<file path="config.mk">
export PLATFORM = sky130hd
export DESIGN_NAME = nfa_ecs_row_match
export DESIGN_NICKNAME = d
export VERILOG_FILES = /design/src/hdl/nfa_ecs_row_match.sv
export SDC_FILE = /design/constraint.sdc
export NUM_CORES = 1
export LEC_CHECK = 0
export ABC_AREA = 0
export BUFFER_PORTS_ARGS = -buffer_cell sky130_fd_sc_hd__buf_2
export CORE_AREA = 2 2 113 115
export DETAILED_ROUTE_END_ITERATION = 10
export DIE_AREA = 0 0 115 117
export PLACE_DENSITY = 0.58
export SYNTH_ARGS = -nofsm -noshare
export SYNTH_HDL_FRONTEND = slang
export SYNTH_SLANG_ARGS = --single-unit
</file>
<file path="constraint.sdc">
create_clock -name vclk -period 0.9
set_clock_uncertainty 0.2 [all_clocks]
set_input_delay 0.045 -clock vclk [all_inputs]
set_output_delay 0.045 -clock vclk [all_outputs]
set_load 0.02 [all_outputs]
</file>
<file path="src/hdl/nfa_ecs_row_match.sv">
// compares every label byte of one table row against one label
module nfa_ecs_row_match #(
    parameter int NUM_COLS = 32
) (
    input  logic [NUM_COLS*8-1:0] row,
    input  logic [7:0]            label,
    output logic [NUM_COLS-1:0]   hit
);

    always_comb begin
        for (int j = 0; j < NUM_COLS; j++) begin
            hit[j] = (row[j*8 +: 8] == label);
        end
    end

endmodule

</file>
* Yosys cells after proc, flatten, opt, wreduce, memory -nomap -nowiden
Cells that the tools add are included.
** Cells by class
- Equality and inequality tests :: 32
** Operators by type and width (count)
- equality test 8 bit :: 32
** Word-level totals
- Register bits :: 0
- Input bits :: 264
- Output and inout port bits :: 32
- Logic and storage cells :: 32

* Logic depth before layout (Yosys ltp)
- Depth after elaboration :: 1
- Gate-level depth with buffers :: 5
- Depth with buffers taken out :: 3

* Worst setup path after synthesis
No wires, ideal clock.
- Path type :: input to output
- Start point :: in label[2]
- End point :: out hit[10]
- Arrival time :: 0.850 ns
- Slack :: -0.195 ns
- Stages :: 5
- Path buffers :: 2
- Cells stage by stage :: buf_6 > buf_8 > xnor2_1 > nand4_1 > nor2_1
** On the way
- Word-level cells in the longest chain between the ends :: 1
** Ends and longest elaborated chain
- start: declaration :: line 6 : input logic [7:0] label,
- equality test 8 bit :: line 12 : hit[j] = (row[j*8 +: 8] == label);
- end: declaration :: line 7 : output logic [NUM_COLS-1:0] hit
No other way between the ends.

* Worst setup path after layout
- Start point :: in label[4]
- End point :: out hit[31]
Same word-level chain as after synthesis.

==> results.yml <==
outcome:
  status: "finished with violations"
  violations: "setup timing"
critical_path:
  startpoint_type: "primary input"
  required_ns: 0.65
  crit_path_end_kind: "output port"
  crit_type: "primary input to output port"
  crit_fanout: 5
  crit_arrival_ns: 1.00
  crit_slowest_cell: "xnor2_1"
  max_stage_delay_ns: 0.25
  critPathMostFrequentCell: "buf_12"
  path_cells: "buf_12 > buf_12 > xnor2_1 > nand4_1 > nor2_4 > buf_6"
final_layout:
  fillers: 998
  syn2layout_area_growth_pct: 140
  nFlopsAndLatches: 0
  drive_gt1_frac: 0.773
  fin_nets: 967
  fin_cells: 851
  nClkBuffers: 0
  antenna_cells: 0
  fin_area_um2: 7550
  seq_area_um2: 0
  utilization: 0.613
route:
  viasPerCell: 4.72
  wl_per_cell_um: 19.9
  drt-total-wl_um: 16900
  detail-route-antenna-nets: 0
  firstDrtPassIters: 5
  vias: 4013
  drc_errors: 0
  drt-initial-drc-count: 151
grt:
  gr-total-overflow: 0
  grt_max_degree: 12
  antenna_found_initial: 0
  grtUsageTotal: 0.227
  grt_pass1_wl_um: 22900
  grt_pass1_vias: 3985
power:
  power_mw: 3.91
  leakagePower_nw: 3.34
  power_density_nw_per_um2: 518
  peakVddDrop_uv: 281
place:
  dpl_cell_area_um2: 5120
  preCtsSetupSlack_ns: -0.463
  dp.final_hpwl_um: 10700
  portBuffers: 296
  gp_congestion: 0.826
  placed_cells: 829
floorplan:
  die_h_um: 117
  num_rows: 41
  start_util: 0.255
  die_x_um: 115
  die-area_um2: 13500
  core-area_um2: 12300
  ios: 296
worst_hold_path:
  hold_path_depth: 5
  min_from: "row[65]"
  whs_endpoint: "hit[8]"
  min_path_type: "primary input to output port"
synth:
  syn_inst: 384
  yosysSeqAreaShare: 0
  synth_warnings: 0
  syn_area_um2: 3150
  synth_cell_types: 5
  synth.avg_cell_area_um2: 8.19
  synth_fp_nets: 648
sta:
  max_freq_mhz: 802
  max_slew.worst_pin.slew_ns: 0.256
  setup_viol_count_final: 32
  slew_headroom: 0.828
  min_period_ns: 1.25
  report.final.slew_viol_count: 0
  finalHoldViolCount: 0
  setup_slack_ns: -0.347
  rsz0062_at_grt: "true"
  layout_worst_path_cycle_share: 1.39
run:
  cap_violations: 0
clocking:
  hold_buffers: 0
[per-layer routing]
metal / GRT usage / share of wire / up-vias
met5: 0 / 0 / -
li1: - / - / 1921
met2: 0.428 / 0.55 / 190
met3: 0.0263 / 0.056 / 28
met4: 0.0305 / 0.019 / 0
met1: 0.285 / 0.38 / 1874
[timing repair]
| item | 4_1_cts | 5_1_grt |
|---|---|---|
| endpoints found under the setup margin | 32 | 32 |
| buffers inserted | 2 | 0 |
| pin swaps | 115 | 105 |
| cloned | 21 | 0 |
| resized for setup | 241 | 78 |
[power by group]
part	switching [mW]	leakage (nW)	total, mW	internal (mW)
registers	0	0	0	0
logic	1.59	3.34	3.91	2.32
clock network	0	0	0	0
[metrics by stage]
step	TNS, ns	hold WS [ns]
final	-9.30	0.280
after global routing	-10.76	0.325
after detailed placement	-12.91	0.288
after CTS	-9.21	0.272
after floorplan	-3.64	0.0649
after global placement	-12.88	0.287
[worst max-delay path by stage]
stage / cells past startpoint / start / end / slack [ns]
6_report: 6 / label[4] / hit[31] / -0.35
5_1_grt: 6 / label[0] / hit[29] / -0.39
4_1_cts: 6 / label[6] / hit[30] / -0.35
3_5_place_dp: 6 / label[3] / hit[4] / -0.46
3_3_place_gp: 6 / label[6] / hit[30] / -0.47
2_1_floorplan: 5 / label[0] / hit[18] / -0.12
[cell usage after synthesis (all sizes together)]
cell	number	area (um^2)
buf	32	383
nor2	32	120
xnor2	256	2240
nand4	64	400
[final cells by class]
cell class	count	area [um^2]	area share
tap	150	188	0.0249
timing repair buffer	349	2920	0.387
multi-input combinational	352	4440	0.588
[worst max-delay path, delay by kind of cell]
family / cells / cell delay [ns]
xor gates and xnor gates: 1 / 0.25
buffers and inverters: 3 / 0.39
and+or+nand+nor: 2 / 0.31
[layout by cell type (no fill, tap or decap), drive strengths merged]
master  synthesis  layout
nor2           32      32
buf            32     349
xnor2         256     256
nand4          64      64
[logic make-up after synthesis]
logic type / Yosys count / share of synthesized area
xor gates and xnor gates: 256 / 0.713
and+or+nand+nor: 96 / 0.165
buffers and inverters: 32 / 0.122
Power figures use the tool's default switching activity.
