$ cat src/hdl/nfa_ecs_ram.sv
// generic simple dual-port ram with registered read
module nfa_ecs_ram #(
    parameter int WIDTH = 8,
    parameter int DEPTH = 2
) (
    input  logic                     aclk,
    input  logic                     we,
    input  logic [$clog2(DEPTH)-1:0] waddr,
    input  logic [WIDTH-1:0]         wdata,
    input  logic [$clog2(DEPTH)-1:0] raddr,
    output logic [WIDTH-1:0]         rdata
);

    logic [WIDTH-1:0] mem [DEPTH];
    logic [WIDTH-1:0] rdata_reg;

    always_ff @(posedge aclk) begin
        if (we) begin
            mem[waddr] <= wdata;
        end
        rdata_reg <= mem[raddr];
    end

    assign rdata = rdata_reg;

endmodule

$ cat config.mk
export PLATFORM = sky130hd
export DESIGN_NAME = nfa_ecs_ram
export DESIGN_NICKNAME = d
export VERILOG_FILES = /design/src/hdl/nfa_ecs_ram.sv
export SDC_FILE = /design/constraint.sdc
export NUM_CORES = 1
export LEC_CHECK = 0
export BUFFER_PORTS_ARGS = -buffer_cell sky130_fd_sc_hd__buf_2
export CORE_ASPECT_RATIO = 0.75
export CORE_UTILIZATION = 30
export CTS_CLUSTER_DIAMETER = 120
export DETAILED_ROUTE_END_ITERATION = 16
export GPL_TIMING_DRIVEN = 0
export SYNTH_ARGS = -nofsm -noshare
export SYNTH_HDL_FRONTEND = slang
export SYNTH_SLANG_ARGS = --single-unit
export TNS_END_PERCENT = 20
$ cat constraint.sdc
create_clock -name aclk -period 1.4 [get_ports aclk]
set_clock_uncertainty 0.05 [all_clocks]
set_input_delay 0.28 -clock aclk [delete_from_list [all_inputs] [get_ports aclk]]
set_output_delay 0.28 -clock aclk [all_outputs]
set_load 0.02 [all_outputs]
**Word-level counts from Yosys, hierarchy flattened**

Memories as Yosys holds them, arrays and structs flattened. A register that Yosys moved wholly into a read port is not among the register bits.
Cells that the tools add are included.

- Multiplexer cells: 2

Operators with widths:

| cell | number |
|---|---|
| $mux W1 | 2 |

- Bits in registers: 0
- Memory bits (writable): 16
- Bits of input ports: 12
- Output and inout port bits: 8
- Logic and storage cells: 3
- Memories kept: 1

Memories:

| memory | depth | bits a word | rd ports | clocked after memory_dff | write ports | line | text |
|---|---|---|---|---|---|---|---|
| mem | 2 | 8 | 1 | 1 | 1 | 14 | `logic [WIDTH-1:0] mem [DEPTH];` |

**Longest topological paths before layout**

Gate-level depths: netlist of run 1.

- Word-level depth: 2
- Gate-level depth with buffers: 2
- Mapped depth without buffers: 1

**Worst setup path after synthesis of run 1**

OpenSTA, ideal clock, no wires.

- Path type: input to register
- From: input port we
- To: memory mem[0][0], enable pin
- Library setup time: 0.373 ns
- Data arrival time: 0.700 ns
- Data required time: 0.977 ns
- Path slack: 0.277 ns
- Stages on the path: 1
- Path buffers: 0
- Cells stage by stage: nor2b_1

- Longest elaborated chain between the ends: 2

Ends and longest elaborated chain:

| item | line | text |
|---|---|---|
| start, declared | 7 | `input logic we,` |
| $mux W1 | 18 | `if (we) begin` |
| $mux W1 (not written as such) | 19 | `mem[waddr] <= wdata;` |
| end, declared | 14 |  |

No other way between the ends.

**Worst setup path in the final report of run 1**

- From: register rdata_reg[2], in the netlist rdata[2], read port of mem
- To: output port rdata[2]

RTL lines:

| item | line | text |
|---|---|---|
| start, declared | 15 | `logic [WIDTH-1:0] rdata_reg;` |
| end, declared | 11 | `output logic [WIDTH-1:0] rdata` |

No word-level cell between the ends.

==> results of run 1 <==
cell families (layout without fill, tap and decap cells):
family,count (synthesis),count (layout)
flops,24,24
mux,8,8
buf+inv,1,23
simple gates,2,2
stage by stage:
stage          power [mW]  setup slack, ns  hold WS [ns]  setup TNS (ns)  std cells
2_1_floorplan       0.915            0.277         0.329               0         35
3_3_place_gp        0.957           0.0204         0.405               0         87
3_5_place_dp        0.961          -0.0106         0.410         -0.0833         87
4_1_cts              1.24            0.272        0.0962               0         91
5_1_grt              1.29            0.230        0.0785               0         91
6_report             1.23            0.288         0.108               0         91
cell usage in the layout (no fill, tap or decap), drive strengths merged:
cell    Yosys  final
clkinv      0      1
buf         1     19
edfxtp     16     16
clkbuf      0      3
nor2b       1      1
and2        1      1
dfxtp       8      8
mux2        8      8
area by class of cell:
type / count / area (µm²)
tap: 34 / 42.5
clock buffer: 3 / 22.5
multi-input combinational: 10 / 133
fill: 238 / 1440
sequential: 24 / 641
buffer: 1 / 11.3
timing repair buffer: 18 / 90.1
clock inverter: 1 / 3.75
routing by layer:
metal | part of all wire (%) | up-vias | wire (µm) | track usage [%]
met4 | 0 | 0 | 0 | 1.36
met5 | 0 | - | 0 | 0
met1 | 45 | 167 | 417 | 8.91
met2 | 48 | 13 | 443 | 10.9
met3 | 7.3 | 0 | 68 | 5.06
li1 | - | 173 | - | -
path summary, 6_finish.rpt:
kind / startpoint / end / slack (ns) / depth (start not counted)
max: rdata[2]$_DFF_P_ / rdata[2] / 0.29 / 1
min reg2reg: mem[0][3]$_DFFE_PP_ / rdata[3]$_DFF_P_ / 0.44 / 1
min: wdata[1] / mem[0][1]$_DFFE_PP_ / 0.11 / 1
max reg2reg: mem[1][7]$_DFFE_PP_ / rdata[7]$_DFF_P_ / 0.60 / 1
power breakdown:
group	total [mW]	switching [mW]	leakage [nW]	internal, mW
clock	0.288	0.184	0.0154	0.104
combinational	0.119	0.0602	0.147	0.0587
sequential	0.823	0.0115	0.218	0.811
==> metrics.txt, run 1 <==
status=complete, no violations; worst-margin pin slew=0.737 ns; crit path max fanout=1; Antenna Nets Post-Route=0; #FFs+latches synth=24; clk slew on worst S/H paths=0.12 ns; top cells by count, synth=edfxtp_1, dfxtp_1, mux2_4; first-pass GRT wire length=1.35 mm; Setup Buffers After CTS=0; H-tree depth=1; RSZ-0062 raised after global routing=no; top_reg_cell synth=edfxtp_1; DRT iter0 DRCs=4; Die Span X=61.1 µm; fin util=39.6%; Worst path max stage delay=0.33 ns; final hold vios=0; TritonCTS clock tree=done; simple-gate share of the synthesized area=1.59%; routed wire length=929 µm; IO Count=20; number of inserted diodes=0; Post-synth ARST share=0%; hold crit path type=primary input to flop; area grow syn2layout=20.3%; post-route DRC violation count=0; most area-consuming cells after synthesis=edfxtp_1, dfxtp_1, mux2_4, buf_6, and2_1; Crit. End Element=output pin; vias=353; Num CTS Buffers=3; Avg Cell Area, Syn=22.4 µm²; maxcap violations=0; Syn Nets=47; Nets=70; Peak Freq=900 MHz; CP Buf/Inv Count=1; Final Max Slew Viols=0; adder-cell share of the synthesized area=0%; CTS Buffer Depth=2; critical path required time=1.07 ns; Final period util=79.4%; top-count cell post-synth=edfxtp_1; Die Ht=46.3 µm; Top delay family on crit path=flip-flops; router iterations before antenna repair=2; CP cell instances=buf_2; RePlAce Congestion=0.636; Rows=15; Placed Area=917 µm²; multiplexer share of the synthesized area=15.3%; compound-gate portion of the synthesized area=0%; Final Instance Area=943 µm²; Cell Area, Synth=785 µm²; via/cell ratio=3.88; Netlist cell types=6; PortBufs=18; largest net degree at the start of global routing=14; Max VDD drop=0.000498 V; area fraction of the dominant cell type after synthesis=61.2%; Post-CTS Hold Buffers=0; layout cell share with drive strength beyond 1=52.6%; Setup-failing EPs final=0; WL per Instance=10.2 µm; CTS sink count=24; fin crit period=1.11 ns; XOR/XNOR Fraction of Synth Area=0%; EDFF count, synth=16; clock latency on the worst-skew pair=0.30 ns; max_slew headroom=50.8%; max reg flops=16; vias in the first global route=289; post-synthesis sequential area ratio=81.7%; CORE AREA=2380 µm²; die area=2830 µm²; Crit-path slowest cell=dfxtp_1; pwr dens=1300 nW/µm²; Yosys warning count=0; Initial Util=32.9%; cell taking the most area after synthesis=edfxtp_1; Tot GR Track Use=7.35%; CTS resizes=0; Pleak=0.380 nW; clock root cell=clkbuf_4; Synth Instances=35; kind of critical path=flop to output pin; WP data arrival=0.78 ns; total global routing overflow=0; largest family of logic cells by synthesized area=multiplexers; antenna violations before repair=0; Startpoint Class=flop
Note: power is estimated with default switching activity, not from simulation.
==> inputs of run 2 (changes only) <==
Clock period 1.4 ns to 1 ns, I/O delays scaled along.
==> metrics.txt, run 2 (synthesized netlist as in run 1, its figures left out) <==
status=complete, but fails checks; failing checks=negative setup slack; first-pass GRT wire length=1.40 mm; area of the multi-input gates=135 µm²; post-route DRC violation count=0; Sequential Area=651 µm²; maxcap violations=0; router iterations before antenna repair=1; CTS Buffer Depth=2; worst slack at placement=-0.0852 ns; vias=353; Reg2Reg Setup Slack=0.18 ns; clock root cell=clkbuf_4; total global routing overflow=0; largest net degree at the start of global routing=14; setup ws final=-0.0120 ns; Setup Buffers After CTS=0; max_slew headroom=72.6%; WL per Instance=10.1 µm; CORE AREA=2380 µm²; most frequent cells in the layout=edfxtp_1, buf_2, buf_6; RePlAce Congestion=0.639; Num CTS Buffers=3; hold crit path type=primary input to flop; Placed Area=920 µm²; Crit. path cell count=1; routed wire length=938 µm; final hold vios=0; Crit. End Element=output pin; max reg flops=16; CP Buf/Inv Count=1; R2R depth=1; Initial Util=32.9%; vias in the first global route=330; Peak Freq=988 MHz; WP data arrival=0.76 ns; CP cell instances=buf_6; Setup-failing EPs final=8; PortBufs=18; H-tree depth=1; critical path required time=0.75 ns; crit path max fanout=1; Die Span X=61.1 µm; layout cell share with drive strength beyond 1=67.8%; Rows=15; Final Max Slew Viols=0; Top delay family on crit path=flip-flops; IO Count=20; TritonCTS clock tree=done; clock latency on the worst-skew pair=0.30 ns; Die Ht=46.3 µm; Max VDD drop=0.000736 V; Fillers=228; Worst path max stage delay=0.34 ns; die area=2830 µm²; Pleak=0.412 nW; commonest non-fill, non-tap cell in the layout=edfxtp_1; hold path depth=1; clk slew on worst S/H paths=0.12 ns; Startpoint Class=flop; CTS sink count=24; via/cell ratio=3.80; Crit-path slowest cell=dfxtp_2; worst-margin pin slew=0.410 ns; Nets=72; Tot GR Track Use=7.65%; area grow syn2layout=32.1%; pwr dens=1790 nW/µm²; fin crit period=1.01 ns; number of inserted diodes=0; DRT iter0 DRCs=0; RSZ-0062 raised after global routing=yes; Final period util=101%; Final Instance Area=1040 µm²; Antenna Nets Post-Route=0; antenna violations before repair=0; kind of critical path=flop to output pin
-- run 2: cell types whose count changed in the layout (fill, tap and decap cells not counted) --
cell | before | now
buf_6 | 1 | 9
buf_2 | 18 | 10
dfxtp_1 | 8 | 0
clkinv_1 | 1 | 0
dlygate4sd3_1 | 0 | 2
nor2b_2 | 0 | 1
nor2b_1 | 1 | 0
clkbuf_8 | 0 | 1
dfxtp_2 | 0 | 8
-- run 2: worst paths after layout --
kind,from,end
setup / recovery,rdata[5]$_DFF_P_,rdata[5]
hold / removal,wdata[7],mem[1][7]$_DFFE_PP_
setup reg to reg,mem[0][0]$_DFFE_PP_,rdata[0]$_DFF_P_
hold reg to reg,mem[0][3]$_DFFE_PP_,rdata[3]$_DFF_P_
-- run 2: per-layer routing --
| metal | up-vias | part of all wire, % | track usage, % |
|---|---|---|---|
| li1 | 178 | - | - |
| met1 | 160 | 38 | 6.39 |
| met2 | 15 | 54 | 14.1 |
| met3 | 0 | 8.6 | 6.18 |
| met4 | 0 | 0 | 1.36 |
| met5 | - | 0 | 0 |
-- run 2: final cells by class --
type                       count  area share (%)
tap                           34            4.11
timing repair buffer          20            15.5
clock buffer                   4            3.50
buffer                         1            1.09
multi-input combinational     10            13.0
sequential                    24            62.8
-- run 2: where the power goes --
group	leakage [nW]	switching (mW)	internal, mW	total, mW
Combinational	0.174	0.0835	0.122	0.206
Clock	0.0210	0.264	0.222	0.486
Sequential	0.218	0.0233	1.14	1.17
-- run 2: through the flow --
stage	setup TNS (ns)	utilization [%]	hold slack, ns	total power, mW	instances
2_1_floorplan	0	-	0.249	1.28	35
3_3_place_gp	-1.05	38.6	0.338	1.34	87
3_5_place_dp	-1.34	38.6	0.341	1.34	87
4_1_cts	-0.173	42.6	0.0106	1.88	91
5_1_grt	-0.387	43.5	0.00176	1.94	93
6_report	-0.0614	43.5	0.0249	1.86	93
-- run 2: repair_timing --
action | 4_1_cts | 5_1_grt
setup endpoints to repair | 8 | 8
hold endpoints to repair | 0 | 4
hold buffers | 0 | 2
gates resized for setup | 24 | 0
